File: src/design/hfcc_pkg.sv
`timescale 1ns / 1ps

package hfcc_pkg;

    localparam int RAW_W   = 16;
    localparam int SPAN_W  = 11;
    localparam int PROD_W  = RAW_W + SPAN_W;
    localparam int QUO_W   = PROD_W - RAW_W;
    localparam int RES_W   = 12;
    localparam int STAT_W  = 2;

    localparam int QUEUE_DEPTH = 2;

    localparam logic [7:0] CRC_POLY = 8'h31;
    localparam logic [7:0] CRC_INIT = 8'hff;

    localparam logic [SPAN_W-1:0] TEMP_SPAN = SPAN_W'(1750);
    localparam logic [SPAN_W-1:0] HUM_SPAN  = SPAN_W'(1250);
    localparam logic [RES_W-1:0]  TEMP_OFFSET = RES_W'(450);
    localparam logic [RES_W-1:0]  HUM_OFFSET  = RES_W'(60);
    localparam logic [RAW_W:0]    DIVISOR     = (RAW_W + 1)'(17'h0ffff);

    localparam logic signed [RES_W-1:0] TEMP_MIN = -12'sd450;
    localparam logic signed [RES_W-1:0] TEMP_MAX = 12'sd1300;
    localparam logic signed [RES_W-1:0] HUM_MIN  = -12'sd60;
    localparam logic signed [RES_W-1:0] HUM_MAX  = 12'sd1190;

    localparam logic [STAT_W-1:0] STATUS_OK   = 2'd0;
    localparam logic [STAT_W-1:0] STATUS_CRC  = 2'd1;
    localparam logic [STAT_W-1:0] STATUS_FAIL = 2'd2;

    typedef struct packed {
        logic [STAT_W-1:0] status;
        logic [RAW_W-1:0]  temp_raw;
        logic [RAW_W-1:0]  hum_raw;
    } job_t;

endpackage

File: src/design/humidity_frame_check_convert.sv
`timescale 1ns / 1ps
// Takes one frame byte per cycle while the result queue has room; a frame of six bytes gives one result.
// The result shows on m_valid after the last byte (or a failed transfer) is accepted,
// passing the result queue, the multiplier stage and the output register in turn.
// Throughput: one byte per cycle and one result per cycle while the result queue has room and m_ready is high.
// Reset (aresetn low, synchronous) clears frame position, queue and pipe valid bits.
module humidity_frame_check_convert #(
    parameter int QUEUE_DEPTH = hfcc_pkg::QUEUE_DEPTH
) (
    input  logic                                aclk,
    input  logic                                aresetn,
    input  logic                                s_valid,
    output logic                                s_ready,
    input  logic [7:0]                          s_rx_byte,
    input  logic                                s_frame_start,
    input  logic                                s_transfer_failed,
    output logic                                m_valid,
    input  logic                                m_ready,
    output logic signed [hfcc_pkg::RES_W-1:0]   m_temperature_tenths,
    output logic signed [hfcc_pkg::RES_W-1:0]   m_humidity_tenths,
    output logic        [hfcc_pkg::STAT_W-1:0]  m_frame_status
);

    logic           fq_valid, fq_ready;
    hfcc_pkg::job_t fq_job;
    logic           qb_valid, qb_ready;
    hfcc_pkg::job_t qb_job;

    hfcc_front u_front (
        .aclk              (aclk),
        .aresetn           (aresetn),
        .s_valid           (s_valid),
        .s_ready           (s_ready),
        .s_rx_byte         (s_rx_byte),
        .s_frame_start     (s_frame_start),
        .s_transfer_failed (s_transfer_failed),
        .job_valid         (fq_valid),
        .job_ready         (fq_ready),
        .job               (fq_job)
    );

    hfcc_queue #(
        .DEPTH (QUEUE_DEPTH)
    ) u_queue (
        .aclk      (aclk),
        .aresetn   (aresetn),
        .in_valid  (fq_valid),
        .in_ready  (fq_ready),
        .in_job    (fq_job),
        .out_valid (qb_valid),
        .out_ready (qb_ready),
        .out_job   (qb_job)
    );

    hfcc_back u_back (
        .aclk                 (aclk),
        .aresetn              (aresetn),
        .job_valid            (qb_valid),
        .job_ready            (qb_ready),
        .job                  (qb_job),
        .m_valid              (m_valid),
        .m_ready              (m_ready),
        .m_temperature_tenths (m_temperature_tenths),
        .m_humidity_tenths    (m_humidity_tenths),
        .m_frame_status       (m_frame_status)
    );

endmodule

File: src/design/hfcc_front.sv
`timescale 1ns / 1ps

module hfcc_front (
    input  logic              aclk,
    input  logic              aresetn,
    input  logic              s_valid,
    output logic              s_ready,
    input  logic [7:0]        s_rx_byte,
    input  logic              s_frame_start,
    input  logic              s_transfer_failed,
    output logic              job_valid,
    input  logic              job_ready,
    output hfcc_pkg::job_t    job
);

    localparam logic [2:0] POS_T_HI  = 3'd0;
    localparam logic [2:0] POS_T_LO  = 3'd1;
    localparam logic [2:0] POS_T_CRC = 3'd2;
    localparam logic [2:0] POS_H_HI  = 3'd3;
    localparam logic [2:0] POS_H_LO  = 3'd4;
    localparam logic [2:0] POS_H_CRC = 3'd5;

    function automatic logic [7:0] crc8_byte(input logic [7:0] crc_in, input logic [7:0] data);
        logic [7:0] c;
        c = crc_in ^ data;
        for (int b = 0; b < 8; b++) begin
            c = c[7] ? ((c << 1) ^ hfcc_pkg::CRC_POLY) : (c << 1);
        end
        return c;
    endfunction

    logic [2:0] pos_reg, pos_next, pos_eff;
    logic [7:0] crc_reg, crc_next;
    logic       t_ok_reg, t_ok_next;
    logic [7:0] t_hi_reg, t_hi_next;
    logic [7:0] t_lo_reg, t_lo_next;
    logic [7:0] h_hi_reg, h_hi_next;
    logic [7:0] h_lo_reg, h_lo_next;
    logic       accept;
    logic       h_ok;

    assign s_ready = job_ready;
    assign accept  = s_valid && s_ready;
    assign pos_eff = (s_frame_start || pos_reg > POS_H_CRC) ? POS_T_HI : pos_reg;
    assign h_ok    = (crc_reg == s_rx_byte);

    always_comb begin
        crc_next  = crc_reg;
        t_ok_next = t_ok_reg;
        t_hi_next = t_hi_reg;
        t_lo_next = t_lo_reg;
        h_hi_next = h_hi_reg;
        h_lo_next = h_lo_reg;
        unique case (pos_eff)
            POS_T_HI: begin
                t_hi_next = s_rx_byte;
                crc_next  = crc8_byte(hfcc_pkg::CRC_INIT, s_rx_byte);
            end
            POS_T_LO: begin
                t_lo_next = s_rx_byte;
                crc_next  = crc8_byte(crc_reg, s_rx_byte);
            end
            POS_T_CRC: begin
                t_ok_next = (crc_reg == s_rx_byte);
            end
            POS_H_HI: begin
                h_hi_next = s_rx_byte;
                crc_next  = crc8_byte(hfcc_pkg::CRC_INIT, s_rx_byte);
            end
            POS_H_LO: begin
                h_lo_next = s_rx_byte;
                crc_next  = crc8_byte(crc_reg, s_rx_byte);
            end
            default: begin
            end
        endcase
    end

    always_comb begin
        pos_next = pos_reg;
        if (accept) begin
            if (s_transfer_failed || pos_eff == POS_H_CRC) begin
                pos_next = POS_T_HI;
            end else begin
                pos_next = pos_eff + 3'd1;
            end
        end
    end

    // A result leaves the front on a failed transfer or on the last byte of a frame.
    assign job_valid = s_valid && (s_transfer_failed || pos_eff == POS_H_CRC);

    always_comb begin
        job.temp_raw = {t_hi_reg, t_lo_reg};
        job.hum_raw  = {h_hi_reg, h_lo_reg};
        if (s_transfer_failed) begin
            job.status = hfcc_pkg::STATUS_FAIL;
        end else if (t_ok_reg && h_ok) begin
            job.status = hfcc_pkg::STATUS_OK;
        end else begin
            job.status = hfcc_pkg::STATUS_CRC;
        end
    end

    always_ff @(posedge aclk) begin
        if (!aresetn) begin
            pos_reg <= POS_T_HI;
        end else begin
            pos_reg <= pos_next;
        end
    end

    always_ff @(posedge aclk) begin
        if (accept && !s_transfer_failed) begin
            crc_reg  <= crc_next;
            t_ok_reg <= t_ok_next;
            t_hi_reg <= t_hi_next;
            t_lo_reg <= t_lo_next;
            h_hi_reg <= h_hi_next;
            h_lo_reg <= h_lo_next;
        end
    end

endmodule

File: src/design/hfcc_queue.sv
`timescale 1ns / 1ps

module hfcc_queue #(
    parameter int DEPTH = hfcc_pkg::QUEUE_DEPTH
) (
    input  logic           aclk,
    input  logic           aresetn,
    input  logic           in_valid,
    output logic           in_ready,
    input  hfcc_pkg::job_t in_job,
    output logic           out_valid,
    input  logic           out_ready,
    output hfcc_pkg::job_t out_job
);

    localparam int PTR_W = (DEPTH > 1) ? $clog2(DEPTH) : 1;
    localparam int CNT_W = $clog2(DEPTH + 1);

    hfcc_pkg::job_t entry_reg [DEPTH];

    logic [PTR_W-1:0] wr_ptr_reg, wr_ptr_next;
    logic [PTR_W-1:0] rd_ptr_reg, rd_ptr_next;
    logic [CNT_W-1:0] count_reg, count_next;
    logic             push, pop;

    assign in_ready  = (count_reg != CNT_W'(DEPTH));
    assign out_valid = (count_reg != '0);
    assign out_job   = entry_reg[rd_ptr_reg];
    assign push      = in_valid && in_ready;
    assign pop       = out_valid && out_ready;

    always_comb begin
        wr_ptr_next = wr_ptr_reg;
        rd_ptr_next = rd_ptr_reg;
        count_next  = count_reg;
        if (push) begin
            wr_ptr_next = (wr_ptr_reg == PTR_W'(DEPTH - 1)) ? '0 : wr_ptr_reg + 1'b1;
        end
        if (pop) begin
            rd_ptr_next = (rd_ptr_reg == PTR_W'(DEPTH - 1)) ? '0 : rd_ptr_reg + 1'b1;
        end
        if (push && !pop) begin
            count_next = count_reg + 1'b1;
        end else if (pop && !push) begin
            count_next = count_reg - 1'b1;
        end
    end

    always_ff @(posedge aclk) begin
        if (!aresetn) begin
            wr_ptr_reg <= '0;
            rd_ptr_reg <= '0;
            count_reg  <= '0;
        end else begin
            wr_ptr_reg <= wr_ptr_next;
            rd_ptr_reg <= rd_ptr_next;
            count_reg  <= count_next;
        end
    end

    always_ff @(posedge aclk) begin
        if (push) begin
            entry_reg[wr_ptr_reg] <= in_job;
        end
    end

endmodule

File: src/design/hfcc_back.sv
`timescale 1ns / 1ps

module hfcc_back (
    input  logic                                aclk,
    input  logic                                aresetn,
    input  logic                                job_valid,
    output logic                                job_ready,
    input  hfcc_pkg::job_t                      job,
    output logic                                m_valid,
    input  logic                                m_ready,
    output logic signed [hfcc_pkg::RES_W-1:0]   m_temperature_tenths,
    output logic signed [hfcc_pkg::RES_W-1:0]   m_humidity_tenths,
    output logic        [hfcc_pkg::STAT_W-1:0]  m_frame_status
);

    // floor(prod / 65535) with prod < 2^27: estimate by the top bits, then one correction.
    function automatic logic [hfcc_pkg::RES_W-1:0] scale(
        input logic [hfcc_pkg::PROD_W-1:0] prod,
        input logic [hfcc_pkg::RES_W-1:0]  offset
    );
        logic [hfcc_pkg::QUO_W-1:0] q0;
        logic [hfcc_pkg::RAW_W:0]   rem;
        logic [hfcc_pkg::QUO_W-1:0] q;
        q0  = prod[hfcc_pkg::PROD_W-1:hfcc_pkg::RAW_W];
        rem = {1'b0, prod[hfcc_pkg::RAW_W-1:0]} + (hfcc_pkg::RAW_W + 1)'(q0);
        q   = q0 + hfcc_pkg::QUO_W'(rem >= hfcc_pkg::DIVISOR);
        return hfcc_pkg::RES_W'(q) - offset;
    endfunction

    logic                          advance;
    logic                          s1_valid_reg;
    logic [hfcc_pkg::STAT_W-1:0]   s1_status_reg;
    logic [hfcc_pkg::PROD_W-1:0]   t_prod_reg, t_prod_next;
    logic [hfcc_pkg::PROD_W-1:0]   h_prod_reg, h_prod_next;
    logic                          out_valid_reg;
    logic [hfcc_pkg::RES_W-1:0]    temp_reg, temp_next;
    logic [hfcc_pkg::RES_W-1:0]    hum_reg, hum_next;
    logic [hfcc_pkg::STAT_W-1:0]   status_reg;

    // Advance the whole pipe unless the output holds a result that is not taken.
    assign advance   = !out_valid_reg || m_ready;
    assign job_ready = advance;

    assign t_prod_next = hfcc_pkg::PROD_W'(job.temp_raw) * hfcc_pkg::PROD_W'(hfcc_pkg::TEMP_SPAN);
    assign h_prod_next = hfcc_pkg::PROD_W'(job.hum_raw) * hfcc_pkg::PROD_W'(hfcc_pkg::HUM_SPAN);

    always_comb begin
        if (s1_status_reg == hfcc_pkg::STATUS_OK) begin
            temp_next = scale(t_prod_reg, hfcc_pkg::TEMP_OFFSET);
            hum_next  = scale(h_prod_reg, hfcc_pkg::HUM_OFFSET);
        end else begin
            temp_next = '0;
            hum_next  = '0;
        end
    end

    always_ff @(posedge aclk) begin
        if (!aresetn) begin
            s1_valid_reg  <= 1'b0;
            out_valid_reg <= 1'b0;
        end else if (advance) begin
            s1_valid_reg  <= job_valid;
            out_valid_reg <= s1_valid_reg;
        end
    end

    always_ff @(posedge aclk) begin
        if (advance) begin
            s1_status_reg <= job.status;
            t_prod_reg    <= t_prod_next;
            h_prod_reg    <= h_prod_next;
            temp_reg      <= temp_next;
            hum_reg       <= hum_next;
            status_reg    <= s1_status_reg;
        end
    end

    assign m_valid              = out_valid_reg;
    assign m_temperature_tenths = $signed(temp_reg);
    assign m_humidity_tenths    = $signed(hum_reg);
    assign m_frame_status       = status_reg;

endmodule

File: config.mk
export PLATFORM = sky130hd
export DESIGN_NAME = humidity_frame_check_convert
export DESIGN_NICKNAME = d
export VERILOG_FILES = /design/src/design/hfcc_pkg.sv /design/src/design/humidity_frame_check_convert.sv /design/src/design/hfcc_front.sv /design/src/design/hfcc_queue.sv /design/src/design/hfcc_back.sv
export SDC_FILE = /design/constraint.sdc
export NUM_CORES = 1
export LEC_CHECK = 0
export ABC_AREA = 1
export BUFFER_PORTS_ARGS = -buffer_cell sky130_fd_sc_hd__clkbuf_2
export CAP_MARGIN = 0
export CORE_AREA = 2 2 119 237
export DETAILED_ROUTE_END_ITERATION = 6
export DIE_AREA = 0 0 121 239
export PLACE_DENSITY_LB_ADDON = 0.1
export SETUP_SLACK_MARGIN = 0.4
export SLEW_MARGIN = 20
export SYNTH_ARGS = -nofsm -noshare
export SYNTH_HDL_FRONTEND = slang
export SYNTH_SLANG_ARGS = --single-unit
File: constraint.sdc
create_clock -name aclk -period 11.7 [get_ports aclk]
set_clock_uncertainty 0.05 [all_clocks]
set_input_delay 0.585 -clock aclk [delete_from_list [all_inputs] [get_ports aclk]]
set_output_delay 0.585 -clock aclk [all_outputs]
set_load 0.05 [all_outputs]
==> metrics.txt <==
Synth cell types=44; Clock Tree Buf Depth=2; status=finished clean; Synth area leader=edfxtp_1; Synth top area share=35.3%; Final Hold Viols=0; CORE AREA=0.0272 mm^2; overall die width=121 um; CTS sink cnt=199; Root Buffer=clkbuf_16; cell area after layout=0.0174 mm^2; flip-flop count of the largest register after layout=68; Ports=42; CP endpoint kind=register; largest net degree at the start of global routing=81; clock-pin slew on the worst setup and hold paths=80 ps; Max-Cap Viols=0; placed cells=2124; Post-synth ARST share=0%; CTS tree=yes; crit path DAT=5700 ps; synthesized cell area=0.0161 mm^2; Total Routing Usage GR=24.4%; Worst slew margin=27.8%; GP Congestion=0.907; first-pass GRT wire length=55500 um; crit path cell chain=buf_4, o21ai_0, inv_1, ha_1, fa_1, fa_1, inv_1, fa_1, fa_1, inv_1, ha_1, nand2_1, nor2_1, inv_1, nor2_1, nand4_1, nand3_1, xor2_1; post-cts hold buffer count=0; latest clock arrival within the worst-skew pair=460 ps; setup violators final=0; FF-to-FF setup slack=6150 ps; Mapped Nets=2036; Top FF cell, synth=edfxtp_1; vias in the first global route=11500; setup TNS=0 ps; share of layout cells above drive strength 1=7.21%; sequential area share after synthesis=36.5%; Total Nets Final=2092; hold path cells=1; DRC viols=0; Yosys Warn Count=0; P&R area growth vs syn=7.95%; global route overflow=0; Total Wirelength=33100 um; antenna-violating nets left=0; via count=11400; crit-path max FO=47; worst hold endpoint=u_queue.entry_reg[1][33]$_DFFE_PP_; top post-synthesis cells by count=374 x inv_1, 342 x nand2_1, 189 x edfxtp_1, 189 x ha_1, 106 x nor2_1; most frequent cell after synthesis=inv_1; Slew Limit Fails=0; Non-Filler Instances=2156; via/cell ratio=5.30; leading post-synthesis cells by cell area=edfxtp_1 35%, ha_1 15%, fa_1 12%; post_cts resized=0; fmax=0.180 GHz; RSZ-0062 raised after global routing=false; worst setup path class=reg -> reg; DR iter-0 viols=605; WL/cell=15.3 um; antenna fix cells=0; min-delay src=s_transfer_failed; H-tree depth=4; number of synthesized flops with an enable pin=189; Finished Core Util=63.8%; fin crit period=5550 ps; fin crit share=47.5%; Setup crit start kind=register; DR top layer=met4; Placed Area=0.0167 mm^2; drt pass-1 iters=5; CP peak stage delay=740 ps; chip height=239 um; syn_area_per_cell=9.27 um^2; met2 wire length=17200 um; clock buffer count from CTS=17; M1 WL=14300 um; Syn Inst Count=1735; wire length on met3=887 um; worst slew pin tran=1080 ps; dpl hpwl=27000 um; initial antenna violation count=0; reg2reg end=u_back.t_prod_reg[21]$_DFFE_PN_; die area=0.0289 mm^2; FP Rows=86; IO buf count=41; r2r worst-path depth=18; slowest cell on the critical path=o21ai_0; Initial Util=59.1%; worst min-delay path category=in -> reg; #FFs+latches synth=199; Fill cells=2257; critical path required time=11850 ps; Post-CTS Setup Inserts=0
-- worst max path at each step --
stage | end | cells after the start | startpoint | slack [ps]
finish | u_back.t_prod_reg[21]$_DFFE_PN_ | 18 | register | 6150
global route | u_back.t_prod_reg[20]$_DFFE_PN_ | 20 | register | 5760
CTS | u_back.t_prod_reg[21]$_DFFE_PN_ | 18 | register | 6080
floorplan | u_back.t_prod_reg[20]$_DFFE_PN_ | 21 | register | 6430
detailed placement | u_back.t_prod_reg[21]$_DFFE_PN_ | 18 | register | 6120
global placement | u_back.t_prod_reg[20]$_DFFE_PN_ | 20 | register | 6260
-- metal layers --
layer  up-vias  GRT usage (%)
met4         0           7.58
met1      5474           31.1
met2       211           43.3
li1       5716              -
met5         -              0
met3        35           2.39
-- through the flow --
stage / hold WS [ps] / worst slack [ps]
2_1_floorplan: 371 / 6430
6_report: 286 / 6150
5_1_grt: 288 / 5760
3_3_place_gp: 374 / 6260
3_5_place_dp: 379 / 6120
4_1_cts: 267 / 6080
-- layout by cell type, fill, tap and decap left out, types with 4 or more instances in the layout --
master | netlist | routed
o21a_1 | 4 | 4
xor2_1 | 40 | 40
ha_1 | 189 | 189
nand2_1 | 342 | 342
nor3_1 | 6 | 6
nand3b_1 | 7 | 7
nand3_1 | 82 | 82
buf_4 | 2 | 5
a21o_1 | 5 | 5
or2_2 | 5 | 5
xnor2_1 | 34 | 34
mux2_2 | 21 | 21
and2_1 | 4 | 4
o21ai_0 | 47 | 47
nand4_1 | 27 | 27
inv_8 | 0 | 5
a31oi_1 | 7 | 7
o211ai_1 | 6 | 6
inv_1 | 374 | 373
edfxtp_1 | 189 | 189
dfxtp_1 | 10 | 10
o21bai_1 | 6 | 6
nor2_2 | 3 | 5
clkbuf_16 | 0 | 17
o21ai_1 | 4 | 4
fa_1 | 98 | 98
a21oi_1 | 76 | 76
nand2_2 | 6 | 6
clkbuf_2 | 0 | 41
nor2_1 | 106 | 104
-- cells by family (layout without fill, tap and decap cells) --
logic type      after synthesis  after routing  synth area share (%)
simple gates                602            602                  16.0
buf+inv                     386            455                  9.08
fa+ha+maj                   287            287                  26.9
flops                       199            199                  36.5
compound gates              163            163                  5.59
xor+xnor                     77             77                  4.38
mux                          21             21                  1.47
-- layout make-up --
cell class                 instances  area (um^2)  share of cell area (%)
multi-input combinational       1150         8750                    50.4
timing repair buffer              46          243                    1.40
tap                              352          440                    2.54
sequential                       199         5880                    33.8
inverter                         377         1420                    8.15
clock buffer                      17          425                    2.45
clock inverter                    15          210                    1.21
-- worst max-delay path: cells and delay by family (launching register included) --
family	cells	cell delay, ps
adders and majority gates	6	2700
AOI/OAI and AO/OA	1	740
and+or+nand+nor	5	720
buffers and inverters	5	710
DFF	1	300
xor gates and xnor gates	1	80
Power is left out: the tool's default activity adds up to more than one toggle a clock period on the data nets, which glitch-free logic cannot reach.
